### config.mk
export PLATFORM = sky130hd
export DESIGN_NAME = swhc_slot_div
export DESIGN_NICKNAME = d
export VERILOG_FILES = /design/src/design/sliding_window_hit_counter_macros.svh /design/src/design/swhc_pkg.sv /design/src/design/swhc_slot_div.sv
export SDC_FILE = /design/constraint.sdc
export NUM_CORES = 1
export LEC_CHECK = 0
export ABC_AREA = 1
export BUFFER_PORTS_ARGS = -buffer_cell sky130_fd_sc_hd__buf_2
export CAP_MARGIN = 20
export CORE_ASPECT_RATIO = 0.75
export CORE_MARGIN = 4
export CORE_UTILIZATION = 60
export DETAILED_ROUTE_END_ITERATION = 16
export GPL_TIMING_DRIVEN = 1
export PLACE_DENSITY = 0.8
export SLEW_MARGIN = 40
export SYNTH_ARGS = -nofsm -noshare
export SYNTH_HDL_FRONTEND = slang
export SYNTH_SLANG_ARGS = --single-unit
### constraint.sdc
create_clock -name i_clk -period 5.45 [get_ports i_clk]
set_input_delay 0.545 -clock i_clk [delete_from_list [all_inputs] [get_ports i_clk]]
set_output_delay 0.545 -clock i_clk [all_outputs]
set_load 0.05 [all_outputs]
### src/design/sliding_window_hit_counter_macros.svh
// Assertion macros shared by the RTL. Define ASSERT_OFF to compile them out.
`ifndef SLIDING_WINDOW_HIT_COUNTER_MACROS_SVH
`define SLIDING_WINDOW_HIT_COUNTER_MACROS_SVH

`ifndef ASSERT_OFF
`define SWHC_ASSERT(lbl, clk, rst_n, prop, msg) \
    lbl: assert property (@(posedge clk) disable iff (!rst_n) prop) else $error(msg);
`define SWHC_NEVER(lbl, clk, rst_n, expr, msg) \
    lbl: assert property (@(posedge clk) disable iff (!rst_n) !(expr)) else $error(msg);
`else
`define SWHC_ASSERT(lbl, clk, rst_n, prop, msg)
`define SWHC_NEVER(lbl, clk, rst_n, expr, msg)
`endif

`endif

### src/design/swhc_pkg.sv
package swhc_pkg;

    localparam int WINDOW_DEF = 300;
    localparam int TIME_W     = 31;
    localparam int COUNT_W    = 32;
    localparam int ENTRY_W    = TIME_W + COUNT_W;

    typedef logic [TIME_W-1:0]  t_time;
    typedef logic [COUNT_W-1:0] t_count;

    localparam t_count COUNT_MAX = {COUNT_W{1'b1}};

    localparam logic OP_HIT   = 1'b0;
    localparam logic OP_QUERY = 1'b1;

endpackage

### src/design/swhc_slot_div.sv
module swhc_slot_div
    import swhc_pkg::*;
#(
    parameter int WINDOW = WINDOW_DEF,
    localparam int AW = $clog2(WINDOW)
) (
    input  logic          i_clk,
    input  logic          i_rst_n,
    input  logic          i_start,
    input  t_time         i_dividend,
    output logic          o_done,
    output logic [AW-1:0] o_rem
);

    // The quotient comes from a multiply by the rounded-up reciprocal of
    // WINDOW with TIME_W + AW fraction bits, which is exact for every
    // timestamp. Three pipelined steps follow the load: product, quotient
    // times WINDOW, and the remainder.
    localparam int SH = TIME_W + AW;
    localparam int MW = TIME_W + 1;
    localparam int PW = TIME_W + MW;
    localparam int QW = PW - SH;
    localparam longint unsigned RECIP_L =
        ((64'd1 << SH) + 64'(WINDOW) - 64'd1) / 64'(WINDOW);
    localparam logic [MW-1:0] RECIP = MW'(RECIP_L);
    localparam t_time WIN_T = TIME_W'(WINDOW);

    logic          r_v1;
    logic          r_v2;
    logic          r_v3;
    logic          r_done;
    t_time         r_dvd;
    logic [PW-1:0] r_prod;
    t_time         r_qw;
    logic [AW-1:0] r_rem;
    logic [QW-1:0] quo;

    assign quo = r_prod[PW-1:SH];

    always_ff @(posedge i_clk) begin
        if (!i_rst_n) begin
            r_v1   <= 1'b0;
            r_v2   <= 1'b0;
            r_v3   <= 1'b0;
            r_done <= 1'b0;
        end else begin
            r_v1   <= i_start;
            r_v2   <= r_v1;
            r_v3   <= r_v2;
            r_done <= r_v3;
        end
        if (i_start) begin
            r_dvd <= i_dividend;
        end
        r_prod <= PW'(r_dvd) * PW'(RECIP);
        r_qw   <= t_time'(quo) * WIN_T;
        r_rem  <= AW'(r_dvd - r_qw);
    end

    assign o_done = r_done;
    assign o_rem  = r_rem;

endmodule

==> summary.md, run 1 <==
| Metric | Value |
|---|---|
| Dpl ws | `-679.4 ps` |
| Synth top area share | `0.3899` |
| Die ar. | `0.02716 sq mm` |
| Fill count | `1542` |
| CTS tree | `built` |
| CP Class | `reg2reg` |
| Post-synth top cells | `527 x inv_1, 287 x fa_1, 285 x ha_1` |
| Most instantiated library cell after synthesis | `inv_1` |
| H-Tree Depth | `3` |
| Type of origin of the critical path | `register` |
| Number of remaining DRC errors | `0` |
| Root Driver | `clkbuf_16` |
| Clock slew at reported path FFs | `80 ps` |
| Antenna fix cells | `0` |
| Mean post-synth cell area | `9.315 sq um` |
| Hpwl dp | `35440 microns` |
| Seq/Total Area, Yosys | `0.09985` |
| Req. time, crit path | `5710 ps` |
| Pin slew with the least headroom to its limit | `603.7 ps` |
| Final worst setup slack | `-636.8 ps` |
| Nets | `2436` |
| Crit Path Max Fanout | `4` |
| Final hold vios | `0` |
| Prevailing post-synth register cell | `edfxtp_1` |
| Initial Utilization | `0.6116` |
| Maxcap violations | `0` |
| Worst path arrival time | `6350 ps` |
| Clock sink count | `58` |
| Clk_skew | `18.53 ps` |
| Crit. End Element | `register` |
| Syn Nets | `2188` |
| Routed wire length | `44610 microns` |
| Routed wire per std cell | `20.60 microns` |
| Async S/R FF share, synth | `0` |
| Cell Area, Synth | `0.01474 sq mm` |
| YS warnings | `0` |
| DIE HEIGHT | `143.7 microns` |
| Number of iterations in the first detailed-routing pass | `5` |
| Yosys cell types | `25` |
| Row count | `49` |
| Via density | `5.386` |
| IO buf count | `43` |
| Vias in the first global route | `12160` |
| Min Tclk post-route | `6087 ps` |
| Share of cells above drive strength 1 | `0.2213` |
| Die Wd | `189.0 microns` |
| Relative slew slack | `0.5975` |
| Area Growth Syn to Fin | `22.15%` |
| CTS Buffer Depth | `2` |
| Num CTS Buffers | `9` |
| Core ar. | `0.02409 sq mm` |
| RSZ-0062 raised after global routing | `yes` |
| Total GRT Usage | `0.3191` |
| Hold crit path type | `in2reg` |
| ANT nets after route | `0` |
| Initial antenna violation count | `1` |
| GPL Wtd Cong | `1.028` |
| Count of flip-flops with a built-in enable after synthesis | `31` |
| Via count | `11670` |
| Final Slew Violations | `0` |
| Global-route wire length before repair | `65310 microns` |
| Largest net degree at the start of global routing | `33` |
| # setup viols final | `7` |
| Yosys reg bits | `58` |
| 1st-iter DRT viols | `1257` |
| Fin crit share | `1.117` |
| Post-synth top area cell | `fa_1` |
| I/O pins | `44` |
| Grt total ovfl | `0` |
| Violated checks | `negative setup slack` |
| Cells after synthesis | `1582` |
| Status | `finished, violations left` |
| Achievable frequency | `164.3 MHz` |
| Dominant cells by area after synthesis | `fa_1 39%, ha_1 24%, inv_1 13%, edfxtp_1 6.3%, nand2_1 5.4%` |
| Worst skew pair latency | `370 ps` |
-- kinds of logic (layout without fill, tap and decap cells) --
| logic type | count (synthesis) | in the layout | synth area share |
|---|---|---|---|
| xor+xnor | 22 | 22 | 0.01307 |
| fa+ha+maj | 572 | 572 | 0.6319 |
| flops | 58 | 58 | 0.09985 |
| compound gates | 76 | 76 | 0.02921 |
| simple gates | 325 | 325 | 0.09076 |
| buf+inv | 529 | 782 | 0.1353 |
-- routing by layer --
layer | GRT usage | up-vias | routed length, microns
li1 | - | 5201 | -
met1 | 0.4506 | 5686 | 18250
met2 | 0.4912 | 630 | 19570
met3 | 0.08718 | 148 | 4883
met4 | 0.09161 | 0 | 1906
met5 | 0 | - | 0
-- area by class of cell --
type	instances	area [sq um]	area share
Sequential cell	58	1471	0.08174
Clock inverter	6	71.32	0.003962
Inverter	527	2003	0.1113
Clock buffer	10	250.2	0.01390
Tap cell	331	414.1	0.02301
Multi-Input combinational cell	995	12080	0.6708
Timing Repair Buffer	239	1715	0.09529
-- placed cells by master, fill, tap and decap left out, drive strengths merged, types with 12 or more instances in the layout --
master / instances
a21oi: 45
buf: 239
dfxtp: 27
edfxtp: 31
fa: 287
ha: 285
inv: 527
nand2: 212
nand3: 28
nor2: 61
o21bai: 12
xor2: 12
-- path summary, 6_finish.rpt --
path         cells after the start  slack, ps          startpoint                 end
max reg2reg                     24       -640  r_dvd[6]$_DFFE_PP_  r_prod[41]$_DFF_P_
min reg2reg                      2        420     r_v1$_SDFF_PN0_     r_v2$_SDFF_PN0_
min                              1        350       i_dividend[9]  r_dvd[9]$_DFFE_PP_
max                             24       -640  r_dvd[6]$_DFFE_PP_  r_prod[41]$_DFF_P_
-- timing repair --
action                                  in CTS  in global routing
pin swaps                                   36                 86
hold buffers                                 0                  0
buffers inserted                            14                 19
resized for setup                           48                 99
endpoints found under the setup margin       7                  7
-- per-stage QoR --
| step | TNS (ps) | cells | hold WS [ps] | util | instance area (sq um) |
|---|---|---|---|---|---|
| floorplan | -1332 | 1582 | 382.9 | - | 14930 |
| global placement | -3573 | 2117 | 395.6 | 0.6959 | 16770 |
| detailed placement | -3898 | 2117 | 406.7 | 0.6960 | 16770 |
| CTS | -3222 | 2147 | 340.7 | 0.7230 | 17420 |
| global route | -5213 | 2166 | 349.5 | 0.7471 | 18000 |
| finish | -4126 | 2166 | 345.8 | 0.7471 | 18000 |
-- worst max-delay path: stages, from the launching register on --
cell and delay [ps]:
edfxtp_1 420, inv_4 70, buf_4 150, fa_1 520, fa_1 500, inv_1 50, ha_1 290, inv_1 60
fa_1 490, inv_1 60, fa_1 470, fa_1 520, fa_1 550, inv_1 90, fa_1 510, inv_1 70
ha_4 260, a21oi_1 220, o21ai_1 210, nand2_1 100, a21oi_1 60, nor2_1 140, nand3_1 100, nand2_1 60
nand2_1 40
-- flip-flops by register name, indices dropped and copies added, names as in the netlist --
name	count
r_qw	7
r_v3	1
r_prod	7
r_dvd	31
r_v1	1
o_rem	9
r_v2	1
o_done	1
Power of run 1 is left out: the tool's default activity adds up to more than one toggle a clock period on the data nets, which glitch-free logic cannot reach.
==> run 2: changes to the inputs <==
--- a/config.mk
+++ b/config.mk
@@ -11,10 +11,10 @@
 export CORE_ASPECT_RATIO = 0.75
 export CORE_MARGIN = 4
 export CORE_UTILIZATION = 60
+export CTS_BUF_LIST = sky130_fd_sc_hd__clkbuf_8
 export DETAILED_ROUTE_END_ITERATION = 16
 export GPL_TIMING_DRIVEN = 1
 export PLACE_DENSITY = 0.8
-export SLEW_MARGIN = 40
 export SYNTH_ARGS = -nofsm -noshare
 export SYNTH_HDL_FRONTEND = slang
 export SYNTH_SLANG_ARGS = --single-unit
==> run 2 against run 1 <==
- the flow still finishes with violations (negative setup slack)
- non-clock buffer count decreased by 8
- first-iteration DRC count down 25%
- critical path depth is the same
- worst hold slack got worse by 44 ps
- die area stayed put
- utilization down 1.2 points
- fmax hardly changed
==> summary.md, run 2 (synthesis gave the netlist of run 1 again) <==
| Metric | Value |
|---|---|
| Largest net degree at the start of global routing | `33` |
| Nets | `2428` |
| DRT met1 WL | `17660 microns` |
| Slowest library cell on the worst path | `fa_1` |
| CP Class | `reg2reg` |
| CP delay by family, top | `adder cells` |
| I/O pins | `44` |
| Total GRT Usage | `0.3167` |
| Final worst setup slack | `-641.0 ps` |
| Commonest non-fill, non-tap cell in the layout | `inv_1` |
| Metal3 WL | `4707 microns` |
| Via count | `11430` |
| Reg2reg end | `r_prod[45]$_DFF_P_` |
| Area Growth Syn to Fin | `20.26%` |
| Maxcap violations | `0` |
| Initial antenna violation count | `2` |
| Routed wire per std cell | `19.86 microns` |
| Reg2Reg Setup Slack | `-640 ps` |
| Clock sink count | `58` |
| Relative slew slack | `0.3161` |
| Share of cells above drive strength 1 | `0.2129` |
| Hold_buf cts | `0` |
| IO buf count | `43` |
| Final hold vios | `0` |
| Number of remaining DRC errors | `0` |
| Max incr delay on CP | `590 ps` |
| # setup viols final | `7` |
| DIE HEIGHT | `143.7 microns` |
| GPL Wtd Cong | `1.028` |
| Final Slew Violations | `0` |
| Initial Utilization | `0.6116` |
| 1st-iter DRT viols | `949` |
| Worst Hold Path Cells | `1` |
| Dpl ws | `-736.3 ps` |
| Buf+Inv Stages, Crit Path | `7` |
| Die ar. | `0.02716 sq mm` |
| Number of iterations in the first detailed-routing pass | `5` |
| Fill count | `1619` |
| Worst reg2reg path startpoint | `r_dvd[6]$_DFFE_PP_` |
| Die Wd | `189.0 microns` |
| Vias in the first global route | `12070` |
| ANT nets after route | `0` |
| H-Tree Depth | `3` |
| Worst path arrival time | `6390 ps` |
| Reg2reg path depth | `24` |
| Fin crit share | `1.118` |
| Num CTS Buffers | `9` |
| Hold Crit Start | `i_dividend[22]` |
| Global-route wire length before repair | `64630 microns` |
| Violated checks | `negative setup slack` |
| Grt total ovfl | `0` |
| Hold crit path type | `in2reg` |
| Crit-path cells | `inv_2, buf_4, fa_1, fa_1, inv_1, ha_4, inv_1, fa_1, inv_1, fa_1, fa_1, fa_1, inv_2, fa_1, inv_1, ha_4, a21oi_1, o21ai_1, a21oi_1, nand2_1, nand2_1, nand3_1, nand2_1, nand2_1` |
| Status | `finished, violations left` |
| Req. time, crit path | `5750 ps` |
| Hpwl dp | `35510 microns` |
| CTS Buffer Depth | `2` |
| RSZ-0062 raised after global routing | `yes` |
| Worst Hold End | `r_dvd[22]$_DFFE_PP_` |
| Crit. End Element | `register` |
| Crit Path Max Fanout | `4` |
| Pin slew with the least headroom to its limit | `1026 ps` |
| Largest register FFs | `31` |
| CTS tree | `built` |
| Most frequent CP cell | `fa_1` |
| WHS | `302.2 ps` |
| Type of origin of the critical path | `register` |
| Largest register by flop count | `r_dvd` |
| Most frequent cells in the layout | `500 x inv_1, 277 x fa_1, 251 x ha_1` |
| Clock slew at reported path FFs | `100 ps` |
| Worst skew pair latency | `410 ps` |
| Uppermost layer routed | `met5` |
| Crit path launch | `r_dvd[6]$_DFFE_PP_` |
| Met2 routed WL | `18810 microns` |
| Clk_skew | `21.49 ps` |
| Core ar. | `0.02409 sq mm` |
| Routed wire length | `42860 microns` |
| Row count | `49` |
| Achievable frequency | `164.2 MHz` |
| Via density | `5.295` |
| Root Driver | `clkbuf_8` |
| Min Tclk post-route | `6091 ps` |
| Antenna fix cells | `0` |
-- run 2: cell types whose count changed in the layout (fill, tap and decap cells not counted), moves of 5 or more --
cell,before,now
inv_2,16,23
nand2_1,182,189
nor2_2,12,17
clkbuf_16,10,0
nand2_2,26,19
buf_4,190,182
clkbuf_8,0,9
-- run 2: routing by layer --
layer / vias to the layer above / GRT usage
met4: 2 / 0.09544
met5: - / 0
met2: 536 / 0.4825
met3: 134 / 0.1020
li1: 5173 / -
met1: 5582 / 0.4394
-- run 2: final cells by class --
type,count,area (sq um),area share
inverter,527,1988,0.1122
tap,331,414.1,0.02337
sequential,58,1471,0.08303
clock inverter,7,101.3,0.005719
clock buffer,9,123.9,0.006990
timing repair buffer,231,1649,0.09305
multi-input combinational,995,11970,0.6757
-- run 2: how the worst max path moves through the flow --
stage                                    end  cells past startpoint  slack [ps]
after detailed placement  r_prod[44]$_DFF_P_                     20        -740
after CTS                 r_prod[44]$_DFF_P_                     22        -500
final                     r_prod[45]$_DFF_P_                     24        -640
after global placement    r_prod[44]$_DFF_P_                     20        -690
after global routing      r_prod[44]$_DFF_P_                     22        -840
after floorplan           r_prod[44]$_DFF_P_                     21        -210
-- run 2: what timing repair did --
| action | CTS | global route |
|---|---|---|
| endpoints found under the setup margin | 7 | 7 |
| pin swaps | 49 | 49 |
| gates resized for setup | 56 | 69 |
| gates cloned | 0 | 0 |
| setup buffers | 15 | 11 |
| endpoints found under the hold margin | 0 | 0 |
-- run 2: metrics by stage --
step | area (sq um) | TNS [ps] | utilization | cells
global route | 17720 | -5212 | 0.7355 | 2158
floorplan | 14930 | -1332 | - | 1582
global placement | 16770 | -3573 | 0.6959 | 2117
detailed placement | 16770 | -3944 | 0.6959 | 2117
CTS | 17370 | -3113 | 0.7208 | 2148
finish | 17720 | -4086 | 0.7355 | 2158
-- run 2: worst reg2reg max path: cells and delay by family (launching register included) --
| family | cells | cell delay, ps |
|---|---|---|
| AOI/OAI and AO/OA | 3 | 620 |
| adders and majority gates | 9 | 3990 |
| buffers and inverters | 7 | 550 |
| DFF | 1 | 490 |
| and+or+nand+nor | 5 | 340 |
Power of run 2 is left out for the same reason.
==> run 3: changes to the inputs <==
--- a/config.mk
+++ b/config.mk
@@ -14,7 +14,7 @@
 export CTS_BUF_LIST = sky130_fd_sc_hd__clkbuf_8
 export DETAILED_ROUTE_END_ITERATION = 16
 export GPL_TIMING_DRIVEN = 1
-export PLACE_DENSITY = 0.8
+export PLACE_DENSITY = 0.77
 export SYNTH_ARGS = -nofsm -noshare
 export SYNTH_HDL_FRONTEND = slang
 export SYNTH_SLANG_ARGS = --single-unit
==> run 3 against run 2 <==
- the flow still finishes with violations (negative setup slack)
- cell count shrank 0.83%
- non-clock buffer count shrank 18
- design area shrank 1.9%
- fmax grew 0.12%
- clock skew grew 2.3 ps
- sequential share of layout area grew 0.16 points
- register-to-register slack is essentially flat
- utilization shrank 1.4 points
- first-iteration DRC count shrank 29%
- critical path depth shrank 4
- via count shrank 3.2%
- die area is the same
- largest cell class unchanged
- highest routed layer is now met4
==> summary.md, run 3 (synthesis gave the netlist of run 1 again) <==
| Metric | Value |
|---|---|
| Status | `finished, violations left` |
| Violated checks | `negative setup slack` |
| Most frequent cells in the layout | `502 x inv_1, 278 x fa_1, 261 x ha_1` |
| GPL Wtd Cong | `0.9838` |
| Number of remaining DRC errors | `0` |
| Fill count | `1701` |
| Hpwl dp | `35030 microns` |
| Final worst setup slack | `-633.8 ps` |
| Share of cells above drive strength 1 | `0.1907` |
| Total GRT Usage | `0.3108` |
| Pin slew with the least headroom to its limit | `994.4 ps` |
| Routed wire length | `40050 microns` |
| Worst path arrival time | `6370 ps` |
| Final Slew Violations | `0` |
| Row count | `49` |
| Core ar. | `0.02409 sq mm` |
| DIE HEIGHT | `143.7 microns` |
| Die Wd | `189.0 microns` |
| Clk_skew | `23.79 ps` |
| FF/Latch Area | `0.001471 sq mm` |
| Clock slew at reported path FFs | `100 ps` |
| Vias in the first global route | `11830` |
| Placed Area | `0.01671 sq mm` |
| Commonest non-fill, non-tap cell in the layout | `inv_1` |
| ANT nets after route | `0` |
| Fin crit share | `1.116` |
| Type of origin of the critical path | `register` |
| Post-Layout Inst Area | `0.01739 sq mm` |
| Maxcap violations | `0` |
| Crit. End Element | `register` |
| CTS tree | `built` |
| Grt total ovfl | `0` |
| Root Driver | `clkbuf_8` |
| RSZ-0062 raised after global routing | `yes` |
| Routed wire per std cell | `18.72 microns` |
| H-Tree Depth | `3` |
| Area of the multi-input gates | `0.01181 sq mm` |
| Relative slew slack | `0.3370` |
| Initial antenna violation count | `0` |
| Reg2Reg Setup Slack | `-630 ps` |
| Number of iterations in the first detailed-routing pass | `5` |
| Clock sink count | `58` |
| 1st-iter DRT viols | `678` |
| Req. time, crit path | `5730 ps` |
| Die ar. | `0.02716 sq mm` |
| Largest register FFs | `31` |
| Area Growth Syn to Fin | `17.98%` |
| Worst skew pair latency | `410 ps` |
| Num CTS Buffers | `9` |
| Via count | `11060` |
| Largest register by flop count | `r_dvd` |
| Antenna fix cells | `0` |
| Via density | `5.169` |
| Crit Path Max Fanout | `4` |
| # setup viols final | `7` |
| Initial Utilization | `0.6116` |
| CP Class | `reg2reg` |
| Global-route wire length before repair | `63600 microns` |
| Hold crit path type | `in2reg` |
| Min Tclk post-route | `6084 ps` |
| Final hold vios | `0` |
| Hold_buf cts | `0` |
| Largest net degree at the start of global routing | `33` |
| CTS Buffer Depth | `2` |
| Nets | `2410` |
| I/O pins | `44` |
| Achievable frequency | `164.4 MHz` |
| IO buf count | `43` |
-- run 3: cell types whose count changed in the layout (fill, tap and decap cells not counted), moves of 3 or more --
cell,change
buf_4,-17
ha_1,+10
ha_4,-8
a21oi_2,-6
nand2_1,+6
a21oi_1,+5
nand2_2,-5
clkinv_4,-3
nor2_4,-3
-- run 3: what timing repair did --
item                       in CTS  in global routing
setup buffers                   7                  7
setup endpoints to repair       7                  7
resized for setup              44                 48
pin swaps                      39                 38
-- run 3: area by class of cell --
type / count / share of cell area
Clock buffer: 9 / 0.007124
Clock inverter: 7 / 0.004246
Inverter: 527 / 0.1141
Multi-Input combinational cell: 995 / 0.6790
Sequential cell: 58 / 0.08463
Tap cell: 331 / 0.02382
Timing Repair Buffer: 213 / 0.08708
-- run 3: path summary, 6_finish.rpt --
kind | startpoint | end | depth (start not counted)
worst max-delay path | r_dvd[11]$_DFFE_PP_ | r_prod[43]$_DFF_P_ | 20
worst min-delay path | i_dividend[2] | r_dvd[2]$_DFFE_PP_ | 1
worst max register to register | r_dvd[11]$_DFFE_PP_ | r_prod[43]$_DFF_P_ | 20
worst min register to register | r_v2$_SDFF_PN0_ | r_v3$_SDFF_PN0_ | 2
-- run 3: routing by layer --
layer  part of all wire  track usage
met2               0.43       0.4632
met3               0.11       0.1022
met4              0.023      0.08011
met1               0.44       0.4441
met5                  0            0
-- run 3: through the flow --
step                        util  worst slack [ps]  setup TNS, ps  hold WS (ps)  cells
after floorplan                -            -211.1          -1332         382.9   1582
after global placement    0.6937            -627.6          -3852         392.2   2110
after detailed placement  0.6937            -649.1          -4041         398.7   2110
after CTS                 0.7118            -527.2          -3279         291.6   2133
after global routing      0.7216            -750.6          -4906         307.0   2140
final                     0.7216            -633.8          -3995         308.9   2140
-- run 3: worst max-delay path, cell delays in order, from the launching register on --
cell and delay [ps]:
edfxtp_1 500, inv_2 170, fa_1 460, fa_1 520, fa_1 500, inv_1 50
fa_1 460, fa_1 540, fa_2 440, fa_1 600, inv_2 60, fa_2 530
inv_2 40, ha_4 290, nand2_4 70, nor2_2 140, nand2_1 70, nor2_2 100
nand4_1 190, nand4_1 150, nand2_1 60
Power of run 3 is left out for the same reason.
